[src/hw/rtl/jse_pkg.sv]
`default_nettype none

package jse_pkg;

    // how one decoded character turns into output bytes
    typedef enum logic [1:0] {
        FORM_RAW,
        FORM_ESC2,
        FORM_UESC
    } form_t;

    // raw: bytes low first; esc2: letter in the low byte;
    // uesc: first word in the upper half, second word (pair only) in the lower half
    typedef struct packed {
        form_t       form;
        logic [3:0]  len;
        logic [31:0] data;
    } unit_t;

    typedef struct packed {
        logic [2:0]       n_units;
        unit_t [3:0]      units;
        logic             pend_wr;
        logic [1:0]       pend_idx;
        logic [1:0]       pend_cnt;
        logic [2:0]       exp_len;
    } dec_t;

    localparam logic [7:0] CH_QUOTE  = 8'h22;
    localparam logic [7:0] CH_BSLASH = 8'h5C;
    localparam logic [7:0] CH_SLASH  = 8'h2F;
    localparam logic [7:0] CH_BS     = 8'h08;
    localparam logic [7:0] CH_FF     = 8'h0C;
    localparam logic [7:0] CH_LF     = 8'h0A;
    localparam logic [7:0] CH_CR     = 8'h0D;
    localparam logic [7:0] CH_TAB    = 8'h09;
    localparam logic [7:0] CH_LOW_B  = 8'h62;
    localparam logic [7:0] CH_LOW_F  = 8'h66;
    localparam logic [7:0] CH_LOW_N  = 8'h6E;
    localparam logic [7:0] CH_LOW_R  = 8'h72;
    localparam logic [7:0] CH_LOW_T  = 8'h74;
    localparam logic [7:0] CH_LOW_U  = 8'h75;
    localparam logic [7:0] CH_ZERO   = 8'h30;
    localparam logic [7:0] HEX_ALPHA_BASE = 8'h37;

    localparam logic [20:0] PRINT_LO   = 21'h20;
    localparam logic [20:0] PRINT_HI   = 21'h7E;
    localparam logic [20:0] MIN_CP2    = 21'h80;
    localparam logic [20:0] MIN_CP3    = 21'h800;
    localparam logic [20:0] SURR_FIRST = 21'hD800;
    localparam logic [20:0] SURR_LAST  = 21'hDFFF;
    localparam logic [20:0] BMP_LAST   = 21'hFFFF;
    localparam logic [20:0] SUPP_BASE  = 21'h10000;
    localparam logic [20:0] MAX_CP     = 21'h10FFFF;

    localparam logic [15:0] REPL_CHAR = 16'hFFFD;
    localparam logic [15:0] SURR_HI   = 16'hD800;
    localparam logic [15:0] SURR_LO   = 16'hDC00;

    localparam logic [3:0] LEN_ESC2  = 4'd2;
    localparam logic [3:0] LEN_UESC  = 4'd6;
    localparam logic [3:0] LEN_PAIR  = 4'd12;

endpackage

`default_nettype wire

[src/hw/rtl/jse_decode.sv]
`default_nettype none

module jse_decode (
    input  wire logic [2:0][7:0] pend,
    input  wire logic [1:0]      pend_cnt,
    input  wire logic [2:0]      exp_len,
    input  wire logic [7:0]      in_byte,
    input  wire logic            eos,
    input  wire logic            esc,
    output jse_pkg::dec_t        dec
);

    function automatic logic [2:0] lead_len(input logic [7:0] b);
        logic [2:0] r;
        if (!b[7])
            r = 3'd1;
        else if (b[7:5] == 3'b110)
            r = 3'd2;
        else if (b[7:4] == 4'b1110)
            r = 3'd3;
        else if (b[7:3] == 5'b11110)
            r = 3'd4;
        else
            r = 3'd0;
        return r;
    endfunction

    function automatic jse_pkg::unit_t make_fffd(input logic [7:0] b, input logic e);
        jse_pkg::unit_t u;
        if (e)
        begin
            u.form = jse_pkg::FORM_UESC;
            u.len  = jse_pkg::LEN_UESC;
            u.data = {jse_pkg::REPL_CHAR, 16'h0000};
        end
        else
        begin
            u.form = jse_pkg::FORM_RAW;
            u.len  = 4'd1;
            u.data = {24'h000000, b};
        end
        return u;
    endfunction

    function automatic jse_pkg::unit_t make_code(input logic [20:0] cp,
                                                 input logic [31:0] raw,
                                                 input logic [2:0]  nraw,
                                                 input logic        e);
        jse_pkg::unit_t u;
        logic [7:0]     letter;
        logic [20:0]    off;
        letter = 8'h00;
        off    = cp - jse_pkg::SUPP_BASE;
        if (cp[20:8] == 13'd0)
        begin
            unique case (cp[7:0])
                jse_pkg::CH_QUOTE:  letter = jse_pkg::CH_QUOTE;
                jse_pkg::CH_BSLASH: letter = jse_pkg::CH_BSLASH;
                jse_pkg::CH_SLASH:  letter = jse_pkg::CH_SLASH;
                jse_pkg::CH_BS:     letter = jse_pkg::CH_LOW_B;
                jse_pkg::CH_FF:     letter = jse_pkg::CH_LOW_F;
                jse_pkg::CH_LF:     letter = jse_pkg::CH_LOW_N;
                jse_pkg::CH_CR:     letter = jse_pkg::CH_LOW_R;
                jse_pkg::CH_TAB:    letter = jse_pkg::CH_LOW_T;
                default:            letter = 8'h00;
            endcase
        end
        if (letter != 8'h00)
        begin
            u.form = jse_pkg::FORM_ESC2;
            u.len  = jse_pkg::LEN_ESC2;
            u.data = {24'h000000, letter};
        end
        else if ((cp >= jse_pkg::PRINT_LO && cp <= jse_pkg::PRINT_HI) || !e)
        begin
            u.form = jse_pkg::FORM_RAW;
            u.len  = {1'b0, nraw};
            u.data = raw;
        end
        else if (cp <= jse_pkg::BMP_LAST)
        begin
            u.form = jse_pkg::FORM_UESC;
            u.len  = jse_pkg::LEN_UESC;
            u.data = {cp[15:0], 16'h0000};
        end
        else
        begin
            // supplementary plane: surrogate pair
            u.form = jse_pkg::FORM_UESC;
            u.len  = jse_pkg::LEN_PAIR;
            u.data = {jse_pkg::SURR_HI | {6'd0, off[19:10]},
                      jse_pkg::SURR_LO | {6'd0, off[9:0]}};
        end
        return u;
    endfunction

    logic [3:0][7:0]  seq_b;
    logic             is_cont;
    logic [2:0]       fresh_len;
    logic             fresh_code;
    logic             fresh_bad;
    logic             fresh_hold;
    logic [2:0]       cnt_plus1;
    logic             complete;
    logic [20:0]      cp;
    logic             cp_bad;
    logic [20:0]      code_cp;
    logic [31:0]      code_raw;
    logic [2:0]       code_nraw;
    logic [2:0]       n_fffd;
    logic             has_code;
    logic             hold_fresh;
    logic             hold_append;
    jse_pkg::unit_t   code_unit;

    // the new byte sits right after the held ones
    assign seq_b[0] = (pend_cnt == 2'd0) ? in_byte : pend[0];
    assign seq_b[1] = (pend_cnt == 2'd1) ? in_byte : pend[1];
    assign seq_b[2] = (pend_cnt == 2'd2) ? in_byte : pend[2];
    assign seq_b[3] = in_byte;

    assign is_cont    = (in_byte[7:6] == 2'b10);
    assign fresh_len  = lead_len(in_byte);
    assign fresh_code = (fresh_len == 3'd1);
    assign fresh_bad  = (fresh_len == 3'd0) || ((fresh_len > 3'd1) && eos);
    assign fresh_hold = (fresh_len > 3'd1) && !eos;
    assign cnt_plus1  = {1'b0, pend_cnt} + 3'd1;
    assign complete   = (pend_cnt != 2'd0) && is_cont && (cnt_plus1 == exp_len);

    always_comb
    begin
        unique case (exp_len)
            3'd2:
            begin
                cp     = {10'd0, seq_b[0][4:0], seq_b[1][5:0]};
                cp_bad = cp < jse_pkg::MIN_CP2;
            end
            3'd3:
            begin
                cp     = {5'd0, seq_b[0][3:0], seq_b[1][5:0], seq_b[2][5:0]};
                cp_bad = (cp < jse_pkg::MIN_CP3)
                      || (cp >= jse_pkg::SURR_FIRST && cp <= jse_pkg::SURR_LAST);
            end
            3'd4:
            begin
                cp     = {seq_b[0][2:0], seq_b[1][5:0], seq_b[2][5:0], seq_b[3][5:0]};
                cp_bad = (cp < jse_pkg::SUPP_BASE) || (cp > jse_pkg::MAX_CP);
            end
            default:
            begin
                cp     = 21'd0;
                cp_bad = 1'b1;
            end
        endcase
    end

    always_comb
    begin
        if (complete)
        begin
            code_cp   = cp;
            code_raw  = seq_b;
            code_nraw = exp_len;
        end
        else
        begin
            code_cp   = {13'd0, in_byte};
            code_raw  = {24'h000000, in_byte};
            code_nraw = 3'd1;
        end
    end

    assign code_unit = make_code(code_cp, code_raw, code_nraw, esc);

    always_comb
    begin
        n_fffd      = 3'd0;
        has_code    = 1'b0;
        hold_fresh  = 1'b0;
        hold_append = 1'b0;
        priority if (pend_cnt == 2'd0)
        begin
            n_fffd     = {2'd0, fresh_bad};
            has_code   = fresh_code;
            hold_fresh = fresh_hold;
        end
        else if (complete)
        begin
            // a rejected sequence falls apart into one replacement per byte
            if (cp_bad)
                n_fffd = cnt_plus1;
            else
                has_code = 1'b1;
        end
        else if (is_cont)
        begin
            if (eos)
                n_fffd = cnt_plus1;
            else
                hold_append = 1'b1;
        end
        else
        begin
            n_fffd     = {1'b0, pend_cnt} + {2'd0, fresh_bad};
            has_code   = fresh_code;
            hold_fresh = fresh_hold;
        end
    end

    always_comb
    begin
        for (int i = 0; i < 4; i++)
            dec.units[i] = (3'(i) < n_fffd) ? make_fffd(seq_b[i], esc) : code_unit;
        dec.n_units = n_fffd + {2'd0, has_code};
        if (hold_append)
        begin
            dec.pend_wr  = 1'b1;
            dec.pend_idx = pend_cnt;
            dec.pend_cnt = cnt_plus1[1:0];
            dec.exp_len  = exp_len;
        end
        else if (hold_fresh)
        begin
            dec.pend_wr  = 1'b1;
            dec.pend_idx = 2'd0;
            dec.pend_cnt = 2'd1;
            dec.exp_len  = fresh_len;
        end
        else
        begin
            dec.pend_wr  = 1'b0;
            dec.pend_idx = 2'd0;
            dec.pend_cnt = 2'd0;
            dec.exp_len  = 3'd0;
        end
    end

endmodule

`default_nettype wire

[src/hw/rtl/json_string_escaper_utf8_top.sv]
// JSON string escaper for a UTF-8 byte stream.
// Input channel (in_valid/in_ready): one string byte per item, end_of_string on
// the final byte. Output channel (out_valid/out_ready): one escaped byte per
// item, last_in_run high on the final byte that one input item produces.
// cfg_wr_en/cfg_wr_data write escape_non_ascii; write it only
// while the block is idle.
// An accepted byte is decoded combinationally into a plan of up to four
// characters, loaded at the accepting edge; the emitter then sends one output
// byte per cycle while the receiver does not stall, each byte passing through
// the output register.
// Throughput: the emitter holds an item until all of its output bytes are sent
// and takes the next item as the last one goes out, so plain ASCII runs at one
// byte per cycle while the receiver keeps up and escapes hold off the input; an
// item that completes nothing (a held lead or continuation byte) gives no output.
// Reset clears the held sequence, the plan and the output valid flag and sets
// escape_non_ascii to 0. When the receiver stalls, the output register holds
// its byte and the input is taken again once the current plan has been sent.
`default_nettype none

module json_string_escaper_utf8_top (
    input  wire logic       clk,
    input  wire logic       rst_n,
    input  wire logic       cfg_wr_en,
    input  wire logic       cfg_wr_data,
    input  wire logic       in_valid,
    output logic            in_ready,
    input  wire logic [7:0] in_byte,
    input  wire logic       end_of_string,
    output logic            out_valid,
    input  wire logic       out_ready,
    output logic [7:0]      out_byte,
    output logic            last_in_run
);

    function automatic logic [7:0] hex_char(input logic [3:0] nib);
        logic [7:0] r;
        if (nib < 4'd10)
            r = jse_pkg::CH_ZERO + {4'd0, nib};
        else
            r = jse_pkg::HEX_ALPHA_BASE + {4'd0, nib};
        return r;
    endfunction

    function automatic logic [7:0] unit_byte(input jse_pkg::unit_t u, input logic [3:0] j);
        logic [3:0]  jj;
        logic [15:0] w;
        logic [3:0]  nib;
        logic [7:0]  r;
        jj = (j >= 4'd6) ? j - 4'd6 : j;
        w  = (j >= 4'd6) ? u.data[15:0] : u.data[31:16];
        unique case (jj)
            4'd2:    nib = w[15:12];
            4'd3:    nib = w[11:8];
            4'd4:    nib = w[7:4];
            default: nib = w[3:0];
        endcase
        unique case (u.form)
            jse_pkg::FORM_RAW:
                r = u.data[8 * j[1:0] +: 8];
            jse_pkg::FORM_ESC2:
                r = (j == 4'd0) ? jse_pkg::CH_BSLASH : u.data[7:0];
            jse_pkg::FORM_UESC:
            begin
                if (jj == 4'd0)
                    r = jse_pkg::CH_BSLASH;
                else if (jj == 4'd1)
                    r = jse_pkg::CH_LOW_U;
                else
                    r = hex_char(nib);
            end
            default:
                r = u.data[7:0];
        endcase
        return r;
    endfunction

    logic                 esc_reg;
    logic [2:0][7:0]      pend_reg;
    logic [1:0]           pend_cnt_reg;
    logic [2:0]           exp_len_reg;

    logic                 plan_vld_reg;
    logic                 plan_vld_next;
    logic [2:0]           left_reg;
    logic [2:0]           left_next;
    logic [3:0]           idx_reg;
    logic [3:0]           idx_next;
    jse_pkg::unit_t [3:0] units_reg;
    jse_pkg::unit_t [3:0] units_next;

    logic                 out_vld_reg;
    logic                 out_vld_next;
    logic [7:0]           out_byte_reg;
    logic [7:0]           out_byte_next;
    logic                 out_last_reg;
    logic                 out_last_next;

    jse_pkg::dec_t        dec;
    jse_pkg::unit_t       cur;
    logic                 accept;
    logic                 out_free;
    logic                 step;
    logic                 unit_end;
    logic                 last_unit;
    logic                 plan_done;

    jse_decode u_decode (
        .pend     (pend_reg),
        .pend_cnt (pend_cnt_reg),
        .exp_len  (exp_len_reg),
        .in_byte  (in_byte),
        .eos      (end_of_string),
        .esc      (esc_reg),
        .dec      (dec)
    );

    assign cur       = units_reg[0];
    assign out_free  = !out_vld_reg || out_ready;
    assign step      = plan_vld_reg && out_free;
    assign unit_end  = (idx_reg == cur.len - 4'd1);
    assign last_unit = (left_reg == 3'd1);
    assign plan_done = step && unit_end && last_unit;
    assign in_ready  = !plan_vld_reg || plan_done;
    assign accept    = in_valid && in_ready;

    always_comb
    begin
        plan_vld_next = plan_vld_reg;
        left_next     = left_reg;
        idx_next      = idx_reg;
        units_next    = units_reg;
        if (accept && dec.n_units != 3'd0)
        begin
            plan_vld_next = 1'b1;
            left_next     = dec.n_units;
            idx_next      = 4'd0;
            units_next    = dec.units;
        end
        else if (plan_done)
        begin
            plan_vld_next = 1'b0;
        end
        else if (step)
        begin
            if (unit_end)
            begin
                // next character moves to the head of the plan
                units_next[2:0] = units_reg[3:1];
                left_next       = left_reg - 3'd1;
                idx_next        = 4'd0;
            end
            else
            begin
                idx_next = idx_reg + 4'd1;
            end
        end
    end

    always_comb
    begin
        out_vld_next  = out_vld_reg;
        out_byte_next = out_byte_reg;
        out_last_next = out_last_reg;
        if (step)
        begin
            out_vld_next  = 1'b1;
            out_byte_next = unit_byte(cur, idx_reg);
            out_last_next = unit_end && last_unit;
        end
        else if (out_ready)
        begin
            out_vld_next = 1'b0;
        end
    end

    always_ff @(posedge clk or negedge rst_n)
    begin
        if (!rst_n)
        begin
            esc_reg      <= 1'b0;
            pend_cnt_reg <= 2'd0;
            exp_len_reg  <= 3'd0;
            plan_vld_reg <= 1'b0;
            left_reg     <= 3'd0;
            idx_reg      <= 4'd0;
            out_vld_reg  <= 1'b0;
        end
        else
        begin
            if (cfg_wr_en)
                esc_reg <= cfg_wr_data;
            if (accept)
            begin
                pend_cnt_reg <= dec.pend_cnt;
                exp_len_reg  <= dec.exp_len;
            end
            plan_vld_reg <= plan_vld_next;
            left_reg     <= left_next;
            idx_reg      <= idx_next;
            out_vld_reg  <= out_vld_next;
        end
    end

    always_ff @(posedge clk)
    begin
        if (accept && dec.pend_wr)
            pend_reg[dec.pend_idx] <= in_byte;
        units_reg    <= units_next;
        out_byte_reg <= out_byte_next;
        out_last_reg <= out_last_next;
    end

    assign out_valid   = out_vld_reg;
    assign out_byte    = out_byte_reg;
    assign last_in_run = out_last_reg;

endmodule

`default_nettype wire

[config.mk]
export PLATFORM = sky130hd
export DESIGN_NAME = json_string_escaper_utf8_top
export DESIGN_NICKNAME = d
export VERILOG_FILES = /design/src/hw/rtl/jse_pkg.sv /design/src/hw/rtl/jse_decode.sv /design/src/hw/rtl/json_string_escaper_utf8_top.sv
export SDC_FILE = /design/constraint.sdc
export NUM_CORES = 1
export LEC_CHECK = 0
export ABC_AREA = 1
export BUFFER_PORTS_ARGS = -buffer_cell sky130_fd_sc_hd__buf_2
export CAP_MARGIN = 30
export CORE_MARGIN = 2
export CORE_UTILIZATION = 64
export CTS_BUF_LIST = sky130_fd_sc_hd__clkbuf_16
export DETAILED_ROUTE_END_ITERATION = 12
export PLACE_DENSITY = 0.86
export RECOVER_POWER = 25
export SYNTH_ARGS = -nofsm -noshare
export SYNTH_HDL_FRONTEND = slang
export SYNTH_HIERARCHICAL = 1
export SYNTH_SLANG_ARGS = --single-unit
export TNS_END_PERCENT = 20
[constraint.sdc]
create_clock -name clk -period 9.22 [get_ports clk]
set_input_delay 0.461 -clock clk [delete_from_list [all_inputs] [get_ports clk]]
set_output_delay 0.461 -clock clk [all_outputs]
set_load 0.01 [all_outputs]
==> qor.csv <==
metric,value,unit
final WL,38800,um
max reg flops,114,
pin count of the biggest net entering global routing,95,
Util after Layout,68.2,%
maximum vdd drop,0.136,mV
Total Neg Setup Slack,0,ns
share of the synthesized area in the top cell type,42.3,%
post-synthesis sequential area ratio,45.1,%
Adder-Cell Fraction of Synth Area,1.62,%
Mean Syn Cell Area,7.32,um^2
Critical Path RT,9.53,ns
DP Worst Slack,3.54,ns
CP Launch Type,flop,
HPWL after DPL,27100,um
Clock Power Share,21.1,%
post-synth top area cell,edfxtp_1,
Final Hold Fails,0,
Post-Synth Simple-Gate Area,38.4,%
routability congestion estimate,1.01,
vias,12300,
grt ovf,0,
total power per unit cell area,255,mW/mm^2
Die Span Y,147,um
clock tree root driver cell,clkbuf_16,
share of cells above drive strength 1,7.08,%
core area,0.0202,mm^2
antenna-violating nets left,0,
Max Cap Violations,0,
vias in the first global route,11400,
crit end category,flop,
post-synthesis mux area share,0.0857,%
Yosys reg bits,200,
initial antenna violation count,0,
min cycle time layout,6.37,ns
Leak,6.45,nW
Clock transition at path regs,0.08,ns
# diodes,0,
Overall Global Routing Usage,36.3,%
Initial DRC Count,1672,
Bufs on Longest Clock Path,2,
hold crit path type,in -> reg,
part of the power in registers,38.3,%
top-count cell post-synth,nand2_1,
synth cell count leaders,"nand2_1, edfxtp_1, nand3_1, nor2_1, inv_1",
Cells after Synth,1795,
Layout area overhead,4.63,%
largest family of logic cells by synthesized area,simple AND/OR/NAND/NOR gates,
die area,0.0217,mm^2
Syn Std Cell Area,0.0131,mm^2
switch share,43.1,%
Synth async-reset ratio,7.50,%
CTS Buf Count,17,
slew at the pin closest to its max-slew limit,1.06,ns
Synth Warn #,6,
kind of critical path,reg -> reg,
input/output buffers,25,
Post-synth EDFFs,185,
DR DRC count,0,
CTS tree,yes,
syn nets,1827,
predominant post-synthesis flop cell,edfxtp_1,
Num Clock Sinks,200,
Worst Slack Setup Final,2.85,ns
Final nets,1798,
status,"finished, final reports clean",
drt wl/cell,18.9,um
Cell Rows,52,
fmax,157,MHz
leading post-synthesis cells by cell area,"edfxtp_1, nand2_1, nand3_1, nor2_1, o21ai_0",
Final setup viols,0,
Pint,0.00200,W
Comb pwr share,40.7,%
final period utilization,69.1,%
CP max FO,89,
Yosys cell types,46,
worst relative slew slack,29.5,%
Fin Clk Skew,0.0151,ns
worst path arrival time,6.68,ns
Tot Pwr,0.00351,W
drt pass-1 iters,7,
starting density of the core,65.2,%
H-Tree Depth,4,
P_sw,0.00151,W
post-synthesis compound-gate area fraction,6.57,%
clk_lat worst skew,0.45,ns
Slew Limit Fails,0,
num ports,26,
RSZ-0062 raised after global routing,false,
Avg Vias per Cell,6.00,
post-synthesis xor/xnor area fraction,0.857,%
"Setup Fix Bufs, Post-CTS",0,
first-pass GRT wire length,61300,um
overall die width,147,um
[per-layer routing]
metal,part of all wire [%],track usage [%],vias to the layer above
met5,0,0,-
met4,5.1,18.8,0
met3,10,6.09,126
met2,46,56.4,764
met1,39,49.5,5645
li1,-,-,5769
[area by class of cell]
| cell class | instances | area [um^2] |
|---|---|---|
| Tap cell | 270 | 338 |
| Inverter | 117 | 442 |
| Fill cell | 1722 | 6420 |
| Timing Repair Buffer | 39 | 213 |
| Multi-Input combinational cell | 1391 | 6240 |
| Sequential cell | 200 | 5930 |
| Clock buffer | 18 | 450 |
| Clock inverter | 14 | 136 |
[through the flow]
stage,hold slack [ns],std cells,area (um^2)
2_1_floorplan,0.165,1795,13100
3_3_place_gp,0.390,2012,13200
3_5_place_dp,0.398,2016,13200
4_1_cts,0.235,2049,13800
5_1_grt,0.248,2049,13800
6_report,0.240,2049,13800
[path summary, 6_finish.rpt]
path / endpoint / slack (ns) / startpoint / depth (start not counted)
worst min-delay path: esc_reg / 0.24 / cfg_wr_data / 2
worst min register to register: left_reg[1] / 0.48 / left_reg[1] / 2
min in group asynchronous: idx_reg[0] / 0.67 / rst_n / 2
max in group asynchronous: exp_len_reg[2] / 7.97 / rst_n / 2
worst max register to register: cur[10] / 2.85 / pend_cnt_reg[0] / 18
worst max-delay path: cur[10] / 2.85 / pend_cnt_reg[0] / 18
[worst max-delay path: stages (launching register included)]
cell,delay [ns]
dfrtp_1,0.48
inv_1,0.17
ha_1,0.41
nor2_4,0.20
nand4_1,0.59
clkbuf_1,0.63
a21oi_1,0.38
o2111ai_4,0.23
nand2_1,0.16
inv_1,0.06
ha_1,0.18
ha_1,0.19
xnor2_1,0.17
or3_1,0.19
nand3_4,0.34
inv_4,0.81
buf_4,0.69
nand2_1,0.14
nand2_1,0.11
[logic make-up after synthesis]
logic type | count (synthesis)
compound gates | 158
xor+xnor | 12
fa+ha+maj | 17
buf+inv | 204
flops | 200
mux | 1
simple gates | 1203
[cell usage in the layout (no fill, tap or decap), types with 2 or more instances in the layout]
cell type and count:
clkinv_4 2, a21oi_1 24, nand2_1 817, inv_2 14, ha_1 17, inv_6 3
o21ai_1 25, o22ai_1 2, nor2_4 4, nand4_1 25, clkbuf_16 18, edfxtp_1 185
xnor2_1 3, inv_8 2, nor2_2 21, clkinv_1 2, nand2_2 17, nand2_4 3
o211ai_1 2, nand3_1 156, dfrtp_1 15, inv_1 101, buf_2 5, o31ai_1 2
xor2_1 8, o21ai_2 4, nor2_1 136, nand3_2 8, nor3_1 10, o21ai_0 90
inv_4 3, clkbuf_1 24, clkinv_8 3, buf_4 8
[power groups by stage]
stage	logic, W	registers, W	clock network (W)
floorplan	0.00107	0.00134	0
finish	0.00143	0.00134	0.000740
global route	0.00158	0.00136	0.000778
detailed placement	0.00140	0.00136	0
CTS	0.00141	0.00134	0.000743
global placement	0.00135	0.00136	0
[timing repair]
item / in CTS / in global routing
resized for setup: 0 / 0
hold endpoints to repair: 15 / 0
hold buffers: 1 / 0
Note: power is estimated with default switching activity, not from simulation.
